`config.mk`:
```
export PLATFORM = sky130hd
export DESIGN_NAME = warp_pp_back
export DESIGN_NICKNAME = d
export VERILOG_FILES = /design/src/hw/rtl/warp_point_projection_top_assert.svh /design/src/hw/rtl/warp_pp_pkg.sv /design/src/hw/rtl/warp_pp_back.sv
export SDC_FILE = /design/constraint.sdc
export NUM_CORES = 1
export LEC_CHECK = 0
export ABC_AREA = 1
export BUFFER_PORTS_ARGS = -buffer_cell sky130_fd_sc_hd__buf_4
export CAP_MARGIN = 0
export CELL_PAD_IN_SITES_DETAIL_PLACEMENT = 0
export CELL_PAD_IN_SITES_GLOBAL_PLACEMENT = 2
export CORE_MARGIN = 1
export CORE_UTILIZATION = 27
export CTS_CLUSTER_SIZE = 28
export DETAILED_ROUTE_END_ITERATION = 12
export PLACE_DENSITY = 0.83
export SLEW_MARGIN = 20
export SYNTH_ARGS = -nofsm -noshare
export SYNTH_HDL_FRONTEND = slang
export SYNTH_SLANG_ARGS = --single-unit
```
`constraint.sdc`:
```
create_clock -name clk -period 3.2 [get_ports clk]
set_clock_uncertainty 0.15 [all_clocks]
set_input_delay 0.64 -clock clk [delete_from_list [all_inputs] [get_ports clk]]
set_output_delay 0.64 -clock clk [all_outputs]
set_load 0.05 [all_outputs]
```
`src/hw/rtl/warp_point_projection_top_assert.svh`:
```
// ----------------------------------------------------------------------------
// Warp point projection assertion macros
// Concurrent check macros used by the projection top level; clk and rst_n must be
// in scope where a macro is used.
// ----------------------------------------------------------------------------
`ifndef WARP_POINT_PROJECTION_TOP_ASSERT_SVH
`define WARP_POINT_PROJECTION_TOP_ASSERT_SVH

`ifndef ASSERT_OFF

// same-cycle implication
`define WPP_ASSERT_IMP(lbl, ante, cons) \
    lbl: assert property (@(posedge clk) disable iff (!rst_n) (ante) |-> (cons)) \
        else $error("warp point projection: implication check failed");

// next-cycle implication
`define WPP_ASSERT_NXT(lbl, ante, cons) \
    lbl: assert property (@(posedge clk) disable iff (!rst_n) (ante) |=> (cons)) \
        else $error("warp point projection: next-cycle check failed");

`else

`define WPP_ASSERT_IMP(lbl, ante, cons)
`define WPP_ASSERT_NXT(lbl, ante, cons)

`endif

`endif

```
`src/hw/rtl/warp_pp_pkg.sv`:
```
// ----------------------------------------------------------------------------
// Warp point projection package
// Shared widths, codes and bundle types of the point projection pipeline.
// ----------------------------------------------------------------------------
`default_nettype none

package warp_pp_pkg;

    localparam int PointW   = 16;
    localparam int CoefW    = 32;
    localparam int CoefXW   = CoefW + 1;   // coefficient with room for negation
    localparam int HomW     = 19;          // 4*x+1 range
    localparam int ProjW    = 32;
    localparam int CfgIdxW  = 3;
    localparam int CfgDataW = 64;
    localparam int SumW     = 56;          // pre-rounding sums, homography terms
    localparam int RndW     = 64;          // rounded coordinate before clamp
    localparam int QuotBits = 34;          // quotient bits kept before overflow

    localparam logic signed [ProjW-1:0] ProjMax = 32'sh7FFF_FFFF;
    localparam logic signed [ProjW-1:0] ProjMin = 32'sh8000_0000;

    typedef enum logic [1:0] {
        MODEL_TRANSLATION = 2'd0,
        MODEL_ROTZOOM     = 2'd1,
        MODEL_AFFINE      = 2'd2,
        MODEL_HOMOGRAPHY  = 2'd3
    } model_t;

    typedef enum logic [1:0] {
        STATUS_OK       = 2'd0,
        STATUS_ZERO_DEN = 2'd1,
        STATUS_SAT      = 2'd2
    } status_t;

    typedef enum logic [CfgIdxW-1:0] {
        CFG_MODEL_TYPE  = 3'd0,
        CFG_SUBSAMPLE_X = 3'd1,
        CFG_SUBSAMPLE_Y = 3'd2,
        CFG_COEF_A      = 3'd3,
        CFG_COEF_B      = 3'd4,
        CFG_COEF_C      = 3'd5,
        CFG_COEF_D      = 3'd6
    } cfg_index_t;

    typedef struct packed {
        model_t                 model;
        logic                   sub_x;
        logic                   sub_y;
        logic [7:0][CoefW-1:0]  coef;
    } cfg_t;

    // homography side flags that travel with the division
    typedef struct packed {
        logic zero_den;
        logic neg_x;
        logic neg_y;
        logic nx_pos;
        logic nx_neg;
        logic ny_pos;
        logic ny_neg;
    } flags_t;

    typedef struct packed {
        flags_t            flags;
        logic [RndW-1:0]   rnd_x;   // non-homography result, signed
        logic [RndW-1:0]   rnd_y;
    } side_t;

endpackage

`default_nettype wire

```
`src/hw/rtl/warp_pp_back.sv`:
```
// ----------------------------------------------------------------------------
// Warp point projection back end
// Signs the quotient, applies the chroma offset, selects the model result,
// then clamps to 32 bits and forms the status in the output register.
// ----------------------------------------------------------------------------
`default_nettype none

module warp_pp_back #(
    parameter int PIXEL_PREC_BITS = 6,
    parameter int QB              = 34
) (
    input  logic                                clk,
    input  logic                                rst_n,
    input  logic                                en,
    input  warp_pp_pkg::cfg_t                   cfg,
    input  logic                                in_valid,
    input  logic [QB-1:0]                       quo_x,
    input  logic [QB-1:0]                       quo_y,
    input  logic                                ovf_x,
    input  logic                                ovf_y,
    input  warp_pp_pkg::side_t                  side,
    output logic                                out_valid,
    output logic signed [warp_pp_pkg::ProjW-1:0] proj_x,
    output logic signed [warp_pp_pkg::ProjW-1:0] proj_y,
    output logic [1:0]                          status
);

    localparam int RW = warp_pp_pkg::RndW;
    localparam int QW = QB + 2;

    // signed quotient; when subsampled, chroma offset then a truncating half
    function automatic logic signed [RW-1:0] homo_coord(input logic [QB-1:0] q,
                                                        input logic ovf,
                                                        input logic neg,
                                                        input logic sub);
        logic signed [QW-1:0] qs;
        logic signed [QW-1:0] t;
        logic signed [QW-1:0] r;
        logic signed [RW-1:0] big;
        big = $signed(RW'(1)) <<< (QB + 1);
        qs  = $signed(QW'(q));
        if (neg)
            qs = -qs;
        t = qs - $signed(QW'(1) << (PIXEL_PREC_BITS - 1));
        r = sub ? ((t + $signed(QW'(t[QW-1]))) >>> 1) : qs;
        if (ovf)
            return neg ? -big : big;
        return RW'(r);
    endfunction

    // bound chosen by numerator sign when the denominator is zero
    function automatic logic signed [RW-1:0] zden_value(input logic pos, input logic neg);
        if (pos)
            return RW'(warp_pp_pkg::ProjMax);
        if (neg)
            return RW'(warp_pp_pkg::ProjMin);
        return '0;
    endfunction

    // ---------------- stage 1: coordinate select
    logic                 v1_reg, zden1_reg;
    logic signed [RW-1:0] cx1_reg, cy1_reg, cx_next, cy_next;
    logic                 homo;

    always_comb
    begin
        homo = (cfg.model == warp_pp_pkg::MODEL_HOMOGRAPHY);
        if (!homo)
        begin
            cx_next = $signed(side.rnd_x);
            cy_next = $signed(side.rnd_y);
        end
        else if (side.flags.zero_den)
        begin
            cx_next = zden_value(side.flags.nx_pos, side.flags.nx_neg);
            cy_next = zden_value(side.flags.ny_pos, side.flags.ny_neg);
        end
        else
        begin
            cx_next = homo_coord(quo_x, ovf_x, side.flags.neg_x, cfg.sub_x);
            cy_next = homo_coord(quo_y, ovf_y, side.flags.neg_y, cfg.sub_y);
        end
    end

    // ---------------- stage 2: clamp and status
    logic signed [warp_pp_pkg::ProjW-1:0] px_next, py_next;
    logic                                 sat_x, sat_y;
    logic [1:0]                           status_next;

    always_comb
    begin
        sat_x = (cx1_reg > RW'(warp_pp_pkg::ProjMax)) || (cx1_reg < RW'(warp_pp_pkg::ProjMin));
        sat_y = (cy1_reg > RW'(warp_pp_pkg::ProjMax)) || (cy1_reg < RW'(warp_pp_pkg::ProjMin));
        px_next = sat_x ? (cx1_reg[RW-1] ? warp_pp_pkg::ProjMin : warp_pp_pkg::ProjMax)
                        : cx1_reg[warp_pp_pkg::ProjW-1:0];
        py_next = sat_y ? (cy1_reg[RW-1] ? warp_pp_pkg::ProjMin : warp_pp_pkg::ProjMax)
                        : cy1_reg[warp_pp_pkg::ProjW-1:0];
        if (zden1_reg)
            status_next = warp_pp_pkg::STATUS_ZERO_DEN;
        else if (sat_x || sat_y)
            status_next = warp_pp_pkg::STATUS_SAT;
        else
            status_next = warp_pp_pkg::STATUS_OK;
    end

    always_ff @(posedge clk or negedge rst_n)
    begin
        if (!rst_n)
        begin
            v1_reg    <= 1'b0;
            out_valid <= 1'b0;
        end
        else if (en)
        begin
            v1_reg    <= in_valid;
            out_valid <= v1_reg;
        end
    end

    always_ff @(posedge clk)
    begin
        if (en)
        begin
            cx1_reg   <= cx_next;
            cy1_reg   <= cy_next;
            zden1_reg <= homo && side.flags.zero_den;
            proj_x    <= px_next;
            proj_y    <= py_next;
            status    <= status_next;
        end
    end

endmodule

`default_nettype wire

```
-- Word-level counts from Yosys, hierarchy flattened
Cells that the tools add are included.
- register bits after elaboration: 197
- input bits: 469
- output and inout port bits: 67
- logic and storage cells: 74
- $add $sub $neg: 6
- magnitude comparators: 4
- equality and inequality tests: 1
- muxes and demuxes: 51
- reduce and logical (&&, ||, !) cells: 4
- operators with widths (kind ; count):
    two-way mux 64 bit ; 18
    two-way mux 36 bit ; 8
    > comparator 64 x 32 -> 1 bit, second input constant ; 2
    less-than comparator 64 x 32 -> 1 bit, second input constant ; 2
    two-way mux 32 bit ; 4
    adder 36 x 2 -> 36 bit ; 2
    negator 34 -> 36 bit ; 2
    subtractor 36 x 7 -> 36 bit, second input constant ; 2
    two-way mux 1 bit ; 20
    logical OR 1 bit ; 3
    == test 2 bit, second input constant ; 1
    two-way mux 2 bit ; 1
    logical AND 1 bit ; 1

-- Depth between registers and ports, before layout
- word-level depth: 10
- mapped depth: 35
- gate-level depth less buffers: 35

-- Worst setup path after synthesis
No wires, ideal clock.
- path kind: input to register
- start point: in quo_y[1]
- end point: reg cy1_reg[33], data pin
- setup time: 0.262 ns
- arrival time: 4.349 ns
- data required time: 2.788 ns
- path slack: -1.561 ns
- cell stages on the path: 33
- buffers on the path: 0
- path through: inv_1 > ha_1 > nand2_1 > nor2_2 > o21ai_1 > nand2_1 > ha_1 > nand3_4 > inv_2 > nand2_2 > nor3_1 > nand3_1 > nand2_1 > nand2_1 > inv_1 > ha_1 > inv_1 > nor2_1 > nand2_1 > nor2_1 > nand3_1 > nor2_2 > nand3_1 > nor2_1 > nand2_1 > nor2_1 > nand4_1 > nor2_2 > nand3_1 > nand2_1 > nand3_1 > nand2_1 > a21oi_1
- word-level cells in the longest chain between the ends: 10
- ends and longest elaborated chain (what ; line ; text):
    from (decl) ; warp_pp_back.sv:18 ; input logic [QB-1:0] quo_y,
    negator 34 -> 36 bit ; warp_pp_back.sv:43 ; qs = -qs;
    two-way mux 36 bit * ; warp_pp_back.sv:42 ; if (neg)
    two-way mux 36 bit * ; warp_pp_back.sv:73 ; else if (side.flags.zero_den)
    two-way mux 36 bit * ; warp_pp_back.sv:68 ; if (!homo)
    subtractor 36 x 7 -> 36 bit ; warp_pp_back.sv:44 ; t = qs - $signed(QW'(1) << (PIXEL_PREC_BITS - 1));
    adder 36 x 2 -> 36 bit ; warp_pp_back.sv:45 ; r = sub ? ((t + $signed(QW'(t[QW-1]))) >>> 1) : qs;
    two-way mux 36 bit * ; warp_pp_back.sv:45 ;
    two-way mux 64 bit * ; warp_pp_back.sv:48 ; return RW'(r);
    two-way mux 64 bit * ; warp_pp_back.sv:73 ;
    two-way mux 64 bit * ; warp_pp_back.sv:68 ;
    net cy_next[33] ; warp_pp_back.sv:62 ; logic signed [RW-1:0] cx1_reg, cy1_reg, cx_next, cy_next;
    to (signal assigned) ; warp_pp_back.sv:125 ; cy1_reg <= cy_next;
    to (decl) ; warp_pp_back.sv:62 ;
Mark *: on every way through the listed nets, which the timed path passes. The rest lies on a longest branch. The select of a mux whose other input is x is not followed.
A chain may end at the register's enable or synchronous reset.

-- Worst setup path in the final report
- start point: in quo_y[1]
- end point: reg cy1_reg[27], data pin
Same word-level chain as after synthesis.

==> flow_results.org <==
** Worst setup path
- Crit. End Element :: register
- Worst Path Max Fanout :: 5
- Worst Setup Path Type :: in2reg
- CP startpoint kind :: primary input
- The largest single stage delay on the critical path is between 0.2 and 0.25 ns.
- At the worst endpoint, the required time is 3.23 ns.
- Signal arrival time at the worst endpoint :: ~4.2 ns
- For this design, the slowest cell found on the critical path is sky130_fd_sc_hd__ha_4.

** Pwr
- Areal power density over the cells :: 308 nW/um^2
- Maximum ir drop on the vdd rail :: 382 uV
- Leakage power total :: about 12 nW

** Route
- Detail Route Antenna Nets :: 0
- After detailed routing, the average wire length per cell comes to between 15 and 20 um.
- In this run, the number of DRC markers left after iteration 0 of detailed routing was around 1100.
- Before antenna repair, the detailed router went through 5 iterations.
- The detailed router placed 18593 vias in this run.
- For this block, the routed nets add up to between 60000 and 70000 um of wire.
- Per-cell via count in the routed design :: 4.66
- In the routed design, unresolved DRC markers number 0.

** Hold path
- In this run the worst hold path is classified as in2reg.

** Timing
- Minimum period implied by the final worst setup slack :: approximately 4.2 ns
- Final Hold Vio Count :: 0
- Setup repair after global routing could not meet its margin everywhere.
- Maximum frequency from static timing analysis :: about 240 MHz
- Max-slew headroom :: 0.571
- Post-route fraction of the period consumed by the critical path :: 1.31
- At the pin with the least slew margin, the transition time is approximately 0.64 ns.
- Setup total negative slack on the finished layout was measured at -53.21 ns.
- Fin worst setup slack :: -0.983 ns
- Setup violations remaining at the end of the flow were counted as 117.
- The final number of max-transition violations was 0.

** Synthesis
- The number of nets handed over by synthesis was about 2800.
- Number of library cell types mapped by synthesis :: 52
- Post-synthesis cell count :: around 2300
- Dividing the synthesized area by the synthesized cell count gives slightly below 7 um^2.
- Number of warnings printed during yosys synthesis :: 0
- Count of state elements after synthesis :: 197
- Syn Std Cell Area :: 16100 um^2
- Count of flip-flops with a built-in enable after synthesis :: about 200
- Async set-or-reset flop fraction in the synthesized netlist :: 0.0102
- Flip-flop cell with the highest count after synthesis :: sky130_fd_sc_hd__edfxtp_1
- For this run, the register share of the synthesized area comes to 0.366.

** Global routing
- Entering global routing, the biggest net connects 67 pins.
- The first global-routing pass estimated 99700 um of wire.
- Aggregate global-route resource usage :: 0.212
- The via count of the first global-routing pass was approximately 18000.
- Initial antenna violation count :: 1
- Summed over all layers, the global routing overflow is 0.

** Floorplan
- Vert. Die Dim :: 246 um
- For this configuration, the core starts out at a cell density of 0.273.
- Die width :: roughly 250 um
- Total number of placement rows :: 89
- about 540 I/O pins were placed.
- The core region is roughly 59000 um^2.
- Die footprint :: 60700 um^2

** Placed design
- Place WS :: -1.64 ns
- Port buffering added roughly 280 buffers.
- Detailed placement ended at an HPWL of around 54000 um.
- Weighted congestion reported at the end of routability-driven placement :: around 0.9

** Clock tree
- Clock-pin slew was measured on the worst setup and hold paths at about 0.070 ns.
- Inserted Clock Buffers :: 17
- CTS tree :: built
- Sinks on the clock net :: between 150 and 200
- Root buf cell :: sky130_fd_sc_hd__clkbuf_16
- The later pin in the worst-skew pair is clocked with a latency of around 0.43 ns.
- The clock passes through at most 2 buffers.
- The clock tree synthesis step divided the H-tree into 4 levels.

** Layout
- N_diodes :: 0
- Relative area change from synthesis to final layout :: 66.2%
- The final layout contains approximately 3700 nets.
- Post-route core utilization :: 0.454
- Of the cells placed in the final design, the portion with a size suffix greater than 1 is 0.489.

** Flow run
- Number of max-cap violations :: 0

** Status
- The checks that failed: negative setup slack.
- The run finished, with violations left.
[cell usage after synthesis (2+ instances only)]
library cell / number / share of area
sky130_fd_sc_hd__buf_1: 9 / 0.0021
sky130_fd_sc_hd__nand2_4: 6 / 0.0042
sky130_fd_sc_hd__nor2_8: 2 / 0.0025
sky130_fd_sc_hd__o21ai_1: 11 / 0.0034
sky130_fd_sc_hd__o21a_1: 4 / 0.0019
sky130_fd_sc_hd__xnor2_1: 8 / 0.0043
sky130_fd_sc_hd__nand2_1: 765 / 0.18
sky130_fd_sc_hd__nor2_2: 44 / 0.017
sky130_fd_sc_hd__buf_12: 2 / 0.0025
sky130_fd_sc_hd__o211ai_1: 34 / 0.016
sky130_fd_sc_hd__buf_2: 8 / 0.0025
sky130_fd_sc_hd__nand2_2: 88 / 0.034
sky130_fd_sc_hd__nor4_1: 18 / 0.0070
sky130_fd_sc_hd__nand3_2: 12 / 0.0075
sky130_fd_sc_hd__xnor2_2: 2 / 0.0020
sky130_fd_sc_hd__ha_1: 8 / 0.0062
sky130_fd_sc_hd__dfrtp_1: 2 / 0.0031
sky130_fd_sc_hd__inv_1: 196 / 0.046
sky130_fd_sc_hd__xor2_2: 7 / 0.0071
sky130_fd_sc_hd__nand3_1: 194 / 0.060
sky130_fd_sc_hd__buf_6: 8 / 0.0056
sky130_fd_sc_hd__clkinv_1: 2 / 0.00047
sky130_fd_sc_hd__nor3_1: 20 / 0.0062
sky130_fd_sc_hd__xor2_1: 22 / 0.012
sky130_fd_sc_hd__nand3_4: 6 / 0.0065
sky130_fd_sc_hd__nand4_1: 63 / 0.024
sky130_fd_sc_hd__buf_4: 2 / 0.00093
sky130_fd_sc_hd__nor2_1: 297 / 0.069
sky130_fd_sc_hd__nor3_2: 2 / 0.0012
sky130_fd_sc_hd__and2_1: 7 / 0.0027
sky130_fd_sc_hd__nand3b_1: 17 / 0.0079
sky130_fd_sc_hd__nor2_4: 23 / 0.016
sky130_fd_sc_hd__inv_2: 30 / 0.0070
sky130_fd_sc_hd__a21oi_1: 89 / 0.028
sky130_fd_sc_hd__edfxtp_1: 195 / 0.36
sky130_fd_sc_hd__or2_2: 2 / 0.00078
sky130_fd_sc_hd__clkbuf_1: 43 / 0.010
sky130_fd_sc_hd__o21ai_0: 71 / 0.022
[cell usage in the layout (no fill, tap or decap), types with 55 or more instances in the layout]
cell and count:
sky130_fd_sc_hd__inv_1 177, sky130_fd_sc_hd__buf_4 852, sky130_fd_sc_hd__nand4_1 63, sky130_fd_sc_hd__nor2_1 199, sky130_fd_sc_hd__buf_6 55, sky130_fd_sc_hd__nor2_4 101
sky130_fd_sc_hd__nand2_1 608, sky130_fd_sc_hd__nor2_2 64, sky130_fd_sc_hd__nand2_2 211, sky130_fd_sc_hd__a21oi_1 59, sky130_fd_sc_hd__edfxtp_1 195, sky130_fd_sc_hd__nand3_1 150
[report_power, final]
part           leakage (nW)  switching [W]  internal, W
clock network         0.265       0.000964      0.00104
registers              1.93      0.0000960      0.00312
logic                  9.99        0.00174      0.00131
total                  12.2        0.00280      0.00546
[worst paths after layout]
kind | slack (ns) | to | start | depth (start not counted)
max | -0.98 | cy1_reg[27] | quo_y[1] | 36
max reg2reg | 0.60 | proj_x[3] | cx1_reg[50] | 6
min reg2reg | 0.31 | status[0] | zden1_reg | 0
min in group asynchronous | 0.42 | v1_reg | rst_n | 2
min | 0.25 | v1_reg | in_valid | 3
max in group asynchronous | 2.40 | out_valid | rst_n | 2
[logic make-up after synthesis]
group | after synthesis | synth area share
AND/OR/NAND/NOR | 1572 | 0.450
buffers and inverters | 301 | 0.0776
AO/OA/AOI/OAI | 216 | 0.0741
flip-flops | 197 | 0.366
XOR/XNOR | 39 | 0.0254
adder cells (fa/ha/maj) | 8 | 0.00621
[layer usage]
layer	track usage	part of all wire	routed length, um	vias up
li1	-	-	-	9396
met1	0.331	0.52	34500	8707
met2	0.315	0.42	28400	450
met3	0.0194	0.049	3310	40
met4	0.0379	0.010	694	0
met5	0	0	0	-
[through the flow]
| stage | total power (W) | cells | cell area [um^2] | hold WS (ns) |
|---|---|---|---|---|
| 4_1_cts | 0.00807 | 3949 | 25200 | 0.236 |
| 3_5_place_dp | 0.00591 | 3853 | 23300 | 0.276 |
| 3_3_place_gp | 0.00589 | 3853 | 23300 | 0.275 |
| 2_1_floorplan | 0.00450 | 2333 | 16400 | 0.194 |
| 6_report | 0.00826 | 3994 | 26800 | 0.255 |
| 5_1_grt | 0.00865 | 3994 | 26800 | 0.261 |
[cell type report]
class                   instances  area (um^2)
fillers                      5916        32200
multi-input cells            1835        11000
clock buffers                  19          443
repair buffers                929         7460
flip-flops and latches        197         5910
clock inverters                13          115
inverters                     228          906
well taps                     773          967
[critical path, delay by kind of cell]
kind                       cells  cell delay (ns)
and+or+nand+nor               27             2.51
adders and majority gates      2             0.35
AOI/OAI and AO/OA              1             0.05
buffers and inverters          6             0.65
[repair_timing]
action / CTS / global route
endpoints found under the setup margin: 118 / 127
resized for setup: 218 / 336
hold endpoints to repair: 2 / 0
setup buffers: 73 / 61
hold buffers: 1 / 0
gates cloned: 5 / 1
pin swaps: 106 / 202
(Power assumes the default switching activity.)
